### src/rtl/core/mtp_pkg.sv
// Shared types, constants and arithmetic helpers for the Morton tile RGB565 packer.
`timescale 1ns / 1ps

package mtp_pkg;

    // Coordinate and channel widths
    localparam int COORD_W   = 6;
    localparam int CHAN_W    = 8;
    localparam int TA_W      = 4;
    localparam int INDEX_W   = 12;
    localparam int COLOR_W   = 16;

    // Default row limit and register reset value
    localparam int          MAX_SIDE_DEF = 64;
    localparam logic [TA_W-1:0] TA_RESET = 4'd6;

    // One input request: pixel coordinates and RGBA8888 color
    typedef struct packed {
        logic [COORD_W-1:0] pixel_x;
        logic [COORD_W-1:0] pixel_y;
        logic [CHAN_W-1:0]  red;
        logic [CHAN_W-1:0]  green;
        logic [CHAN_W-1:0]  blue;
        logic [CHAN_W-1:0]  alpha;
    } t_pixel;

    // One result request
    typedef struct packed {
        logic [INDEX_W-1:0] tiled_index;
        logic [COLOR_W-1:0] colour565;
        logic               out_of_range;
    } t_result;

    // Interleave low three bits of x and y: x0,y0,x1,y1,x2,y2 from bit 0 up
    function automatic logic [5:0] morton6(input logic [2:0] x, input logic [2:0] y);
        return {y[2], x[2], y[1], x[1], y[0], x[0]};
    endfunction

    // Exact floor(p / 255) for p below 65280: (p + 1 + (p >> 8)) >> 8
    function automatic logic [CHAN_W-1:0] div255(input logic [15:0] p);
        logic [16:0] sum;
        sum = {1'b0, p} + 17'd1 + {9'd0, p[15:8]};
        return sum[15:8];
    endfunction

endpackage

### src/rtl/core/mtp_if.sv
// Valid/ready channel interfaces for pixel and result requests.
`timescale 1ns / 1ps

interface mtp_pixel_if;
    logic                       valid;
    logic                       ready;
    logic [mtp_pkg::COORD_W-1:0] pixel_x;
    logic [mtp_pkg::COORD_W-1:0] pixel_y;
    logic [mtp_pkg::CHAN_W-1:0]  red;
    logic [mtp_pkg::CHAN_W-1:0]  green;
    logic [mtp_pkg::CHAN_W-1:0]  blue;
    logic [mtp_pkg::CHAN_W-1:0]  alpha;

    modport source (output valid, pixel_x, pixel_y, red, green, blue, alpha, input ready);
    modport sink   (input valid, pixel_x, pixel_y, red, green, blue, alpha, output ready);
endinterface

interface mtp_result_if;
    logic                        valid;
    logic                        ready;
    logic [mtp_pkg::INDEX_W-1:0] tiled_index;
    logic [mtp_pkg::COLOR_W-1:0] colour565;
    logic                        out_of_range;

    modport source (output valid, tiled_index, colour565, out_of_range, input ready);
    modport sink   (input valid, tiled_index, colour565, out_of_range, output ready);
endinterface

### src/rtl/core/mtp_index.sv
// Tiled Morton word index and range flag for one pixel.
`timescale 1ns / 1ps

module mtp_index #(
    parameter int MAX_SIDE = mtp_pkg::MAX_SIDE_DEF
) (
    input  logic [mtp_pkg::COORD_W-1:0] i_x,
    input  logic [mtp_pkg::COORD_W-1:0] i_y,
    input  logic [mtp_pkg::TA_W-1:0]    i_tiles_across,
    output logic [mtp_pkg::INDEX_W-1:0] o_index,
    output logic                        o_out_of_range
);
    import mtp_pkg::*;

    logic [6:0] tile_row_base;
    logic [5:0] tile;
    logic [6:0] x_ext;
    logic [6:0] y_ext;
    logic [6:0] x_limit;

    // Tile number: tile row times tiles across plus tile column
    assign tile_row_base = i_y[5:3] * i_tiles_across;
    assign tile          = 6'({1'b0, tile_row_base} + {5'd0, i_x[5:3]});

    // 64 words per tile, wrap to 12 bits
    assign o_index = {tile, morton6(i_x[2:0], i_y[2:0])};

    // Column beyond configured width, or row beyond the side limit
    assign x_ext   = {1'b0, i_x};
    assign y_ext   = {1'b0, i_y};
    assign x_limit = {i_tiles_across, 3'b000};
    assign o_out_of_range = (x_ext >= x_limit) || (y_ext >= 7'(MAX_SIDE));

endmodule

### src/rtl/core/mtp_color.sv
// Alpha premultiply and RGB565 pack for one pixel.
`timescale 1ns / 1ps

module mtp_color (
    input  logic [mtp_pkg::CHAN_W-1:0]  i_red,
    input  logic [mtp_pkg::CHAN_W-1:0]  i_green,
    input  logic [mtp_pkg::CHAN_W-1:0]  i_blue,
    input  logic [mtp_pkg::CHAN_W-1:0]  i_alpha,
    output logic [mtp_pkg::COLOR_W-1:0] o_colour565
);
    import mtp_pkg::*;

    logic [15:0] prod_r;
    logic [15:0] prod_g;
    logic [15:0] prod_b;
    logic [7:0]  pm_r;
    logic [7:0]  pm_g;
    logic [7:0]  pm_b;

    // 8x8 products against alpha
    assign prod_r = i_red   * i_alpha;
    assign prod_g = i_green * i_alpha;
    assign prod_b = i_blue  * i_alpha;

    // floor(c*a/255)
    assign pm_r = div255(prod_r);
    assign pm_g = div255(prod_g);
    assign pm_b = div255(prod_b);

    // Keep top 5/6/5 bits
    assign o_colour565 = {pm_r[7:3], pm_g[7:2], pm_b[7:3]};

endmodule

### src/rtl/core/morton_tile_rgb565_packer_unit.sv
// Top level of the Morton tile RGB565 packer: input register, compute, result register.
//
//  channel  | dir | protocol     | payload
//  ---------+-----+--------------+-------------------------------------------
//  i_pix    | in  | valid/ready  | pixel_x, pixel_y, red, green, blue, alpha
//  o_res    | out | valid/ready  | tiled_index, colour565, out_of_range
//  i_cfg_*  | in  | write enable | tiles_across (4 bits)
//
// One request per clock sustained while o_res accepts; a request passes from the input register to the result register.
// The path between the input and result registers holds one 8x8 multiply per channel
// and the divide-by-255 add.
// A stalled result holds its register; the input register still fills behind it, so
// the input side stops only when both registers are full.
// Synchronous active-low reset empties both registers and sets tiles_across to 6.
`timescale 1ns / 1ps

module morton_tile_rgb565_packer_unit #(
    parameter int MAX_SIDE = mtp_pkg::MAX_SIDE_DEF
) (
    input  logic                      i_clk,
    input  logic                      i_rst_n,
    input  logic                      i_cfg_we,
    input  logic [mtp_pkg::TA_W-1:0]  i_cfg_wdata,
    mtp_pixel_if.sink                 i_pix,
    mtp_result_if.source              o_res
);
    import mtp_pkg::*;

    logic [TA_W-1:0] r_tiles_across;
    t_pixel          r_in;
    logic            r_in_valid;
    t_result         r_out;
    logic            r_out_valid;
    t_result         n_out;
    logic            in_fire;
    logic            s1_advance;

    // Handshake control
    assign s1_advance  = r_in_valid && (!r_out_valid || o_res.ready);
    assign i_pix.ready = !r_in_valid || s1_advance;
    assign in_fire     = i_pix.valid && i_pix.ready;

    // Config register
    always_ff @(posedge i_clk) begin
        if (!i_rst_n) begin
            r_tiles_across <= TA_RESET;
        end else if (i_cfg_we) begin
            r_tiles_across <= i_cfg_wdata;
        end
    end

    // Input register
    always_ff @(posedge i_clk) begin
        if (!i_rst_n) begin
            r_in_valid <= 1'b0;
        end else if (in_fire) begin
            r_in_valid <= 1'b1;
        end else if (s1_advance) begin
            r_in_valid <= 1'b0;
        end
    end

    always_ff @(posedge i_clk) begin
        if (in_fire) begin
            r_in.pixel_x <= i_pix.pixel_x;
            r_in.pixel_y <= i_pix.pixel_y;
            r_in.red     <= i_pix.red;
            r_in.green   <= i_pix.green;
            r_in.blue    <= i_pix.blue;
            r_in.alpha   <= i_pix.alpha;
        end
    end

    // Compute
    mtp_index #(
        .MAX_SIDE(MAX_SIDE)
    ) u_index (
        .i_x            (r_in.pixel_x),
        .i_y            (r_in.pixel_y),
        .i_tiles_across (r_tiles_across),
        .o_index        (n_out.tiled_index),
        .o_out_of_range (n_out.out_of_range)
    );

    mtp_color u_color (
        .i_red       (r_in.red),
        .i_green     (r_in.green),
        .i_blue      (r_in.blue),
        .i_alpha     (r_in.alpha),
        .o_colour565 (n_out.colour565)
    );

    // Result register
    always_ff @(posedge i_clk) begin
        if (!i_rst_n) begin
            r_out_valid <= 1'b0;
        end else if (s1_advance) begin
            r_out_valid <= 1'b1;
        end else if (o_res.ready) begin
            r_out_valid <= 1'b0;
        end
    end

    always_ff @(posedge i_clk) begin
        if (s1_advance) begin
            r_out <= n_out;
        end
    end

    assign o_res.valid        = r_out_valid;
    assign o_res.tiled_index  = r_out.tiled_index;
    assign o_res.colour565    = r_out.colour565;
    assign o_res.out_of_range = r_out.out_of_range;

endmodule
### src/flat_wrapper.sv
// flat-port wrapper written by rule: the top's interface ports become plain ports
module morton_tile_rgb565_packer_unit_flat import mtp_pkg::*;
#(
    parameter int MAX_SIDE = mtp_pkg::MAX_SIDE_DEF
)
  (i_clk, i_rst_n, i_cfg_we, i_cfg_wdata, i_pix_valid, i_pix_pixel_x, i_pix_pixel_y, i_pix_red, i_pix_green, i_pix_blue, i_pix_alpha, i_pix_ready, o_res_valid, o_res_tiled_index, o_res_colour565, o_res_out_of_range, o_res_ready);
  mtp_pixel_if i_pix_i ();
  mtp_result_if o_res_i ();
  input  logic i_clk;
  input  logic i_rst_n;
  input  logic i_cfg_we;
  input  logic [mtp_pkg::TA_W-1:0] i_cfg_wdata;
  input wire logic [$bits(i_pix_i.valid)-1:0] i_pix_valid;
  input wire logic [$bits(i_pix_i.pixel_x)-1:0] i_pix_pixel_x;
  input wire logic [$bits(i_pix_i.pixel_y)-1:0] i_pix_pixel_y;
  input wire logic [$bits(i_pix_i.red)-1:0] i_pix_red;
  input wire logic [$bits(i_pix_i.green)-1:0] i_pix_green;
  input wire logic [$bits(i_pix_i.blue)-1:0] i_pix_blue;
  input wire logic [$bits(i_pix_i.alpha)-1:0] i_pix_alpha;
  output wire logic [$bits(i_pix_i.ready)-1:0] i_pix_ready;
  output wire logic [$bits(o_res_i.valid)-1:0] o_res_valid;
  output wire logic [$bits(o_res_i.tiled_index)-1:0] o_res_tiled_index;
  output wire logic [$bits(o_res_i.colour565)-1:0] o_res_colour565;
  output wire logic [$bits(o_res_i.out_of_range)-1:0] o_res_out_of_range;
  input wire logic [$bits(o_res_i.ready)-1:0] o_res_ready;
  assign i_pix_i.valid = i_pix_valid;
  assign i_pix_i.pixel_x = i_pix_pixel_x;
  assign i_pix_i.pixel_y = i_pix_pixel_y;
  assign i_pix_i.red = i_pix_red;
  assign i_pix_i.green = i_pix_green;
  assign i_pix_i.blue = i_pix_blue;
  assign i_pix_i.alpha = i_pix_alpha;
  assign i_pix_ready = i_pix_i.ready;
  assign o_res_valid = o_res_i.valid;
  assign o_res_tiled_index = o_res_i.tiled_index;
  assign o_res_colour565 = o_res_i.colour565;
  assign o_res_out_of_range = o_res_i.out_of_range;
  assign o_res_i.ready = o_res_ready;
  morton_tile_rgb565_packer_unit #(.MAX_SIDE(MAX_SIDE)) u_core (.i_clk(i_clk), .i_rst_n(i_rst_n), .i_cfg_we(i_cfg_we), .i_cfg_wdata(i_cfg_wdata), .i_pix(i_pix_i), .o_res(o_res_i));
endmodule
### config.mk
export PLATFORM = sky130hd
export DESIGN_NAME = morton_tile_rgb565_packer_unit_flat
export DESIGN_NICKNAME = d
export VERILOG_FILES = /design/src/rtl/core/mtp_pkg.sv /design/src/rtl/core/mtp_if.sv /design/src/rtl/core/mtp_index.sv /design/src/rtl/core/mtp_color.sv /design/src/rtl/core/morton_tile_rgb565_packer_unit.sv /design/src/flat_wrapper.sv
export SDC_FILE = /design/constraint.sdc
export NUM_CORES = 1
export LEC_CHECK = 0
export BUFFER_PORTS_ARGS = -buffer_cell sky130_fd_sc_hd__clkbuf_2
export CAP_MARGIN = 10
export CORE_MARGIN = 3
export CORE_UTILIZATION = 35
export DETAILED_ROUTE_END_ITERATION = 16
export PLACE_DENSITY = 0.53
export SYNTH_ARGS = -nofsm -noshare
export SYNTH_HDL_FRONTEND = slang
export SYNTH_SLANG_ARGS = --single-unit
### constraint.sdc
create_clock -name i_clk -period 5.2 [get_ports i_clk]
set_input_delay 0.78 -clock i_clk [delete_from_list [all_inputs] [get_ports i_clk]]
set_output_delay 0.78 -clock i_clk [all_outputs]
set_load 0.02 [all_outputs]
==> results.txt <==
min cycle time layout: 5591 ps
commonest non-fill, non-tap cells in the layout: 166 x inv_1, 163 x buf_4, 156 x and2_1
synthesized flop and latch total: 79
dpl ws: -519.3 ps
worst r2r dst: u_core.o_res.colour565[4]
fmax: 178.9 MHz
Top cell by count, worst path: fa_1
max_slew headroom: 33.82%
Hold/Removal Path Class: reg2reg
DP HPWL: 18,610 um
CTS tree: done
internal power: 3918 uW
CTS Root Cell: clkbuf_16
r2r setup slk: -390 ps
ranking of synthesized cells by area: fa_1 22%, edfxtp_1 21%, ha_1 17%
yosys warns: 0
Worst-Margin Slew: 990.6 ps
reg-to-reg startpoint: u_core.r_in[4]
crit path max fanout: 8
nets: 1,583
I/O Buffers: 83
CP cell instances: buf_6 > and2_4 > fa_1 > fa_1 > fa_1 > inv_1 > fa_1 > inv_2 > ha_4 > nand3_2 > o2111a_2 > o21bai_1 > a21oi_1 > xor2_1 > inv_1 > ha_4 > o21a_1 > o21ai_1 > a31oi_1 > o21ai_1 > o31ai_2 > nand3_1 > xnor2_1
DRC Markers: 0
Pleak: 0.006587 uW
syn nets: 1,334
switching share of power: 43.19%
endpoints failing hold: 0
Post-synth EDFFs: 73
Worst Slack Setup Final: -391.2 ps
worst endpoint required time: 5310 ps
Pins Over Slew Limit: 0
slowest stage delay, CP: 540 ps
clock share of power: 9.7%
Post-synth ARST share: 0%
Layout area overhead: 29.84%
Worst Hold Path EP: u_core.o_res.tiled_index[5]
area leader, netlist: fa_1
Yosys top cell area share: 21.68%
GP Congestion: 0.7881
Die Footprint: 31,640 sq um
pwr dens: 513.8 nW/um^2
TritonCTS Sinks: 79
Max Cap Viol: 0
Fillers: 2,767
pin count of the biggest net entering global routing: 45
Seq pwr share: 12.6%
Starting Density: 35.73%
Avg WL per Cell: 13.71 um
GRT overflow: 0
worst vdd ir: 285.7 uV
Hold Startpoint: u_core.r_in[34]
commonest non-fill, non-tap cell in the layout: inv_1
total number of vias: 7,680
vias in the first global route: 8,377
layout cells sized above 1: 30.44%
CP Launch Type: register
CP top delay family: adder cells
slowest cell on the critical path: fa_1
later-pin clock latency in the skew report: 370 ps
WP data arrival: 5700 ps
final WL: 22,830 um
library cells used by synthesis: 69
Worst Setup End Kind: register
crit path kind: reg2reg
Reg2Reg Depth: 23
Initial DRC Count: 239
Critical path buffers and inverters: 4
Power Total: 6898 uW
Total Routing Usage GR: 15.71%
RSZ-0062 raised after global routing: yes
combinational power share: 77.8%
failing checks: negative setup slack
Routed Antenna Nets: 0
die width: 177.9 um
Max Clock Skew: 12.94 ps
Worst Hold Depth: 0
most used flip-flop cell after synthesis: edfxtp_1
die height: 177.9 um
status: finished with violations
Synth Instances: 1,027
setup violators final: 16
I/O pins: 84
Clock Tree Buf Depth: 2
drt via density: 4.610
multi-input logic area: 7828 sq um
total CTS buffers: 9
H-tree levels: 3
Worst-path clk slew: 70 ps
period utilization: 107.5%
Mapped Area: 10,340 sq um
Cell Rows: 62
total core area: 28,940 sq um
register area: 2312 sq um
syn_area_per_cell: 10.07 sq um
Seq/Total Area, Yosys: 22.36%
Initial DRT Pass Iterations: 4
global-route wire length before repair: 39,600 um
switching power total: 2979 uW
initial antenna violation count: 0
-- how the worst max path moves through the flow --
| stage | startpoint | end | slack [ps] | cells after the start |
|---|---|---|---|---|
| 2_1_floorplan | u_core.r_in[5] | u_core.o_res.colour565[15] | -260 | 23 |
| 3_3_place_gp | u_core.r_in[26] | u_core.o_res.colour565[15] | -480 | 21 |
| 3_5_place_dp | u_core.r_in[26] | u_core.o_res.colour565[15] | -520 | 21 |
| 4_1_cts | u_core.r_in[19] | u_core.o_res.colour565[5] | -390 | 21 |
| 6_report | u_core.r_in[4] | u_core.o_res.colour565[4] | -390 | 23 |
| 5_1_grt | u_core.r_in[2] | u_core.o_res.colour565[15] | -670 | 25 |
-- power by group through the flow --
| stage | clock (uW) | sequential (uW) | combinational [uW] |
|---|---|---|---|
| after global routing | 714 | 876 | 6010 |
| after global placement | 0 | 880 | 4760 |
| final | 666 | 866 | 5370 |
| after floorplan | 0 | 936 | 3200 |
| after detailed placement | 0 | 882 | 4790 |
| after CTS | 695 | 868 | 5160 |
-- synthesized netlist by cell type, types with 2 or more instances --
master	count
o21a_1	4
edfxtp_1	73
buf_2	3
nor2_1	17
o211a_1	3
mux2i_1	3
xnor2_1	35
nand3_2	2
or3_1	3
a21o_2	2
nor2b_1	10
xnor2_2	2
o21bai_1	4
a221oi_1	2
fa_1	112
nand3_1	17
nand2b_1	5
o211ai_1	2
xor2_1	23
ha_1	142
inv_1	175
o21ai_0	13
and3_1	4
a211oi_1	7
dfxtp_1	6
a21oi_2	2
o21ai_1	2
o22ai_1	2
a211o_1	6
a31oi_1	6
a21oi_1	40
nand2_1	61
a21o_1	16
and2_1	169
nor3_1	4
clkbuf_1	17
-- flip-flops by register name (all words and copies together), names as in the netlist --
signal and count:
u_core.r_tiles_across 4, u_core.o_res.colour565 16, u_core.r_in_valid 1, u_core.o_res.valid 1, u_core.r_in 44, u_core.o_res.tiled_index 12
u_core.o_res.out_of_range 1
-- per-layer routing --
| metal | track usage (%) | wire (um) | vias up |
|---|---|---|---|
| li1 | - | - | 3847 |
| met1 | 20.53 | 10820 | 3721 |
| met2 | 26.90 | 11070 | 97 |
| met3 | 2.118 | 598 | 15 |
| met4 | 4.974 | 340 | 0 |
| met5 | 0 | 0 | - |
-- cell type report --
type | count | share of cell area [%]
Inverter | 175 | 4.893
Timing Repair Buffer | 258 | 13.71
Clock inverter | 3 | 0.1678
Clock buffer | 13 | 2.106
Multi-Input combinational cell | 753 | 58.30
Antenna cell | 1 | 0.01864
Sequential cell | 79 | 17.22
Tap cell | 384 | 3.579
-- per-stage QoR --
step | TNS, ps | area [sq um] | utilization, % | hold WS (ps) | cells
2_1_floorplan | -2846 | 10670 | - | 400.3 | 1027
5_1_grt | -9554 | 13420 | 46.39 | 439.7 | 1665
3_3_place_gp | -5443 | 12640 | 43.70 | 403.5 | 1628
6_report | -5575 | 13430 | 46.40 | 421.1 | 1666
3_5_place_dp | -5956 | 12640 | 43.70 | 416.2 | 1628
4_1_cts | -4941 | 13190 | 45.60 | 422.5 | 1655
-- logic make-up after synthesis --
logic type	Yosys count	share of synthesized area, %
and+or+nand+nor	306	16.93
DFF	79	22.36
AOI/OAI and AO/OA	127	8.567
xor gates and xnor gates	63	5.869
buffers and inverters	195	7.115
muxes	3	0.2904
adders and majority gates	254	38.87
-- what timing repair did --
action,CTS,global route
gates resized for setup,41,24
hold buffers,0,0
hold endpoints to repair,0,0
gates cloned,0,1
buffers inserted,11,9
setup endpoints to repair,16,16
pin swaps,23,16
No activity file was read; power rests on OpenSTA's default activity.
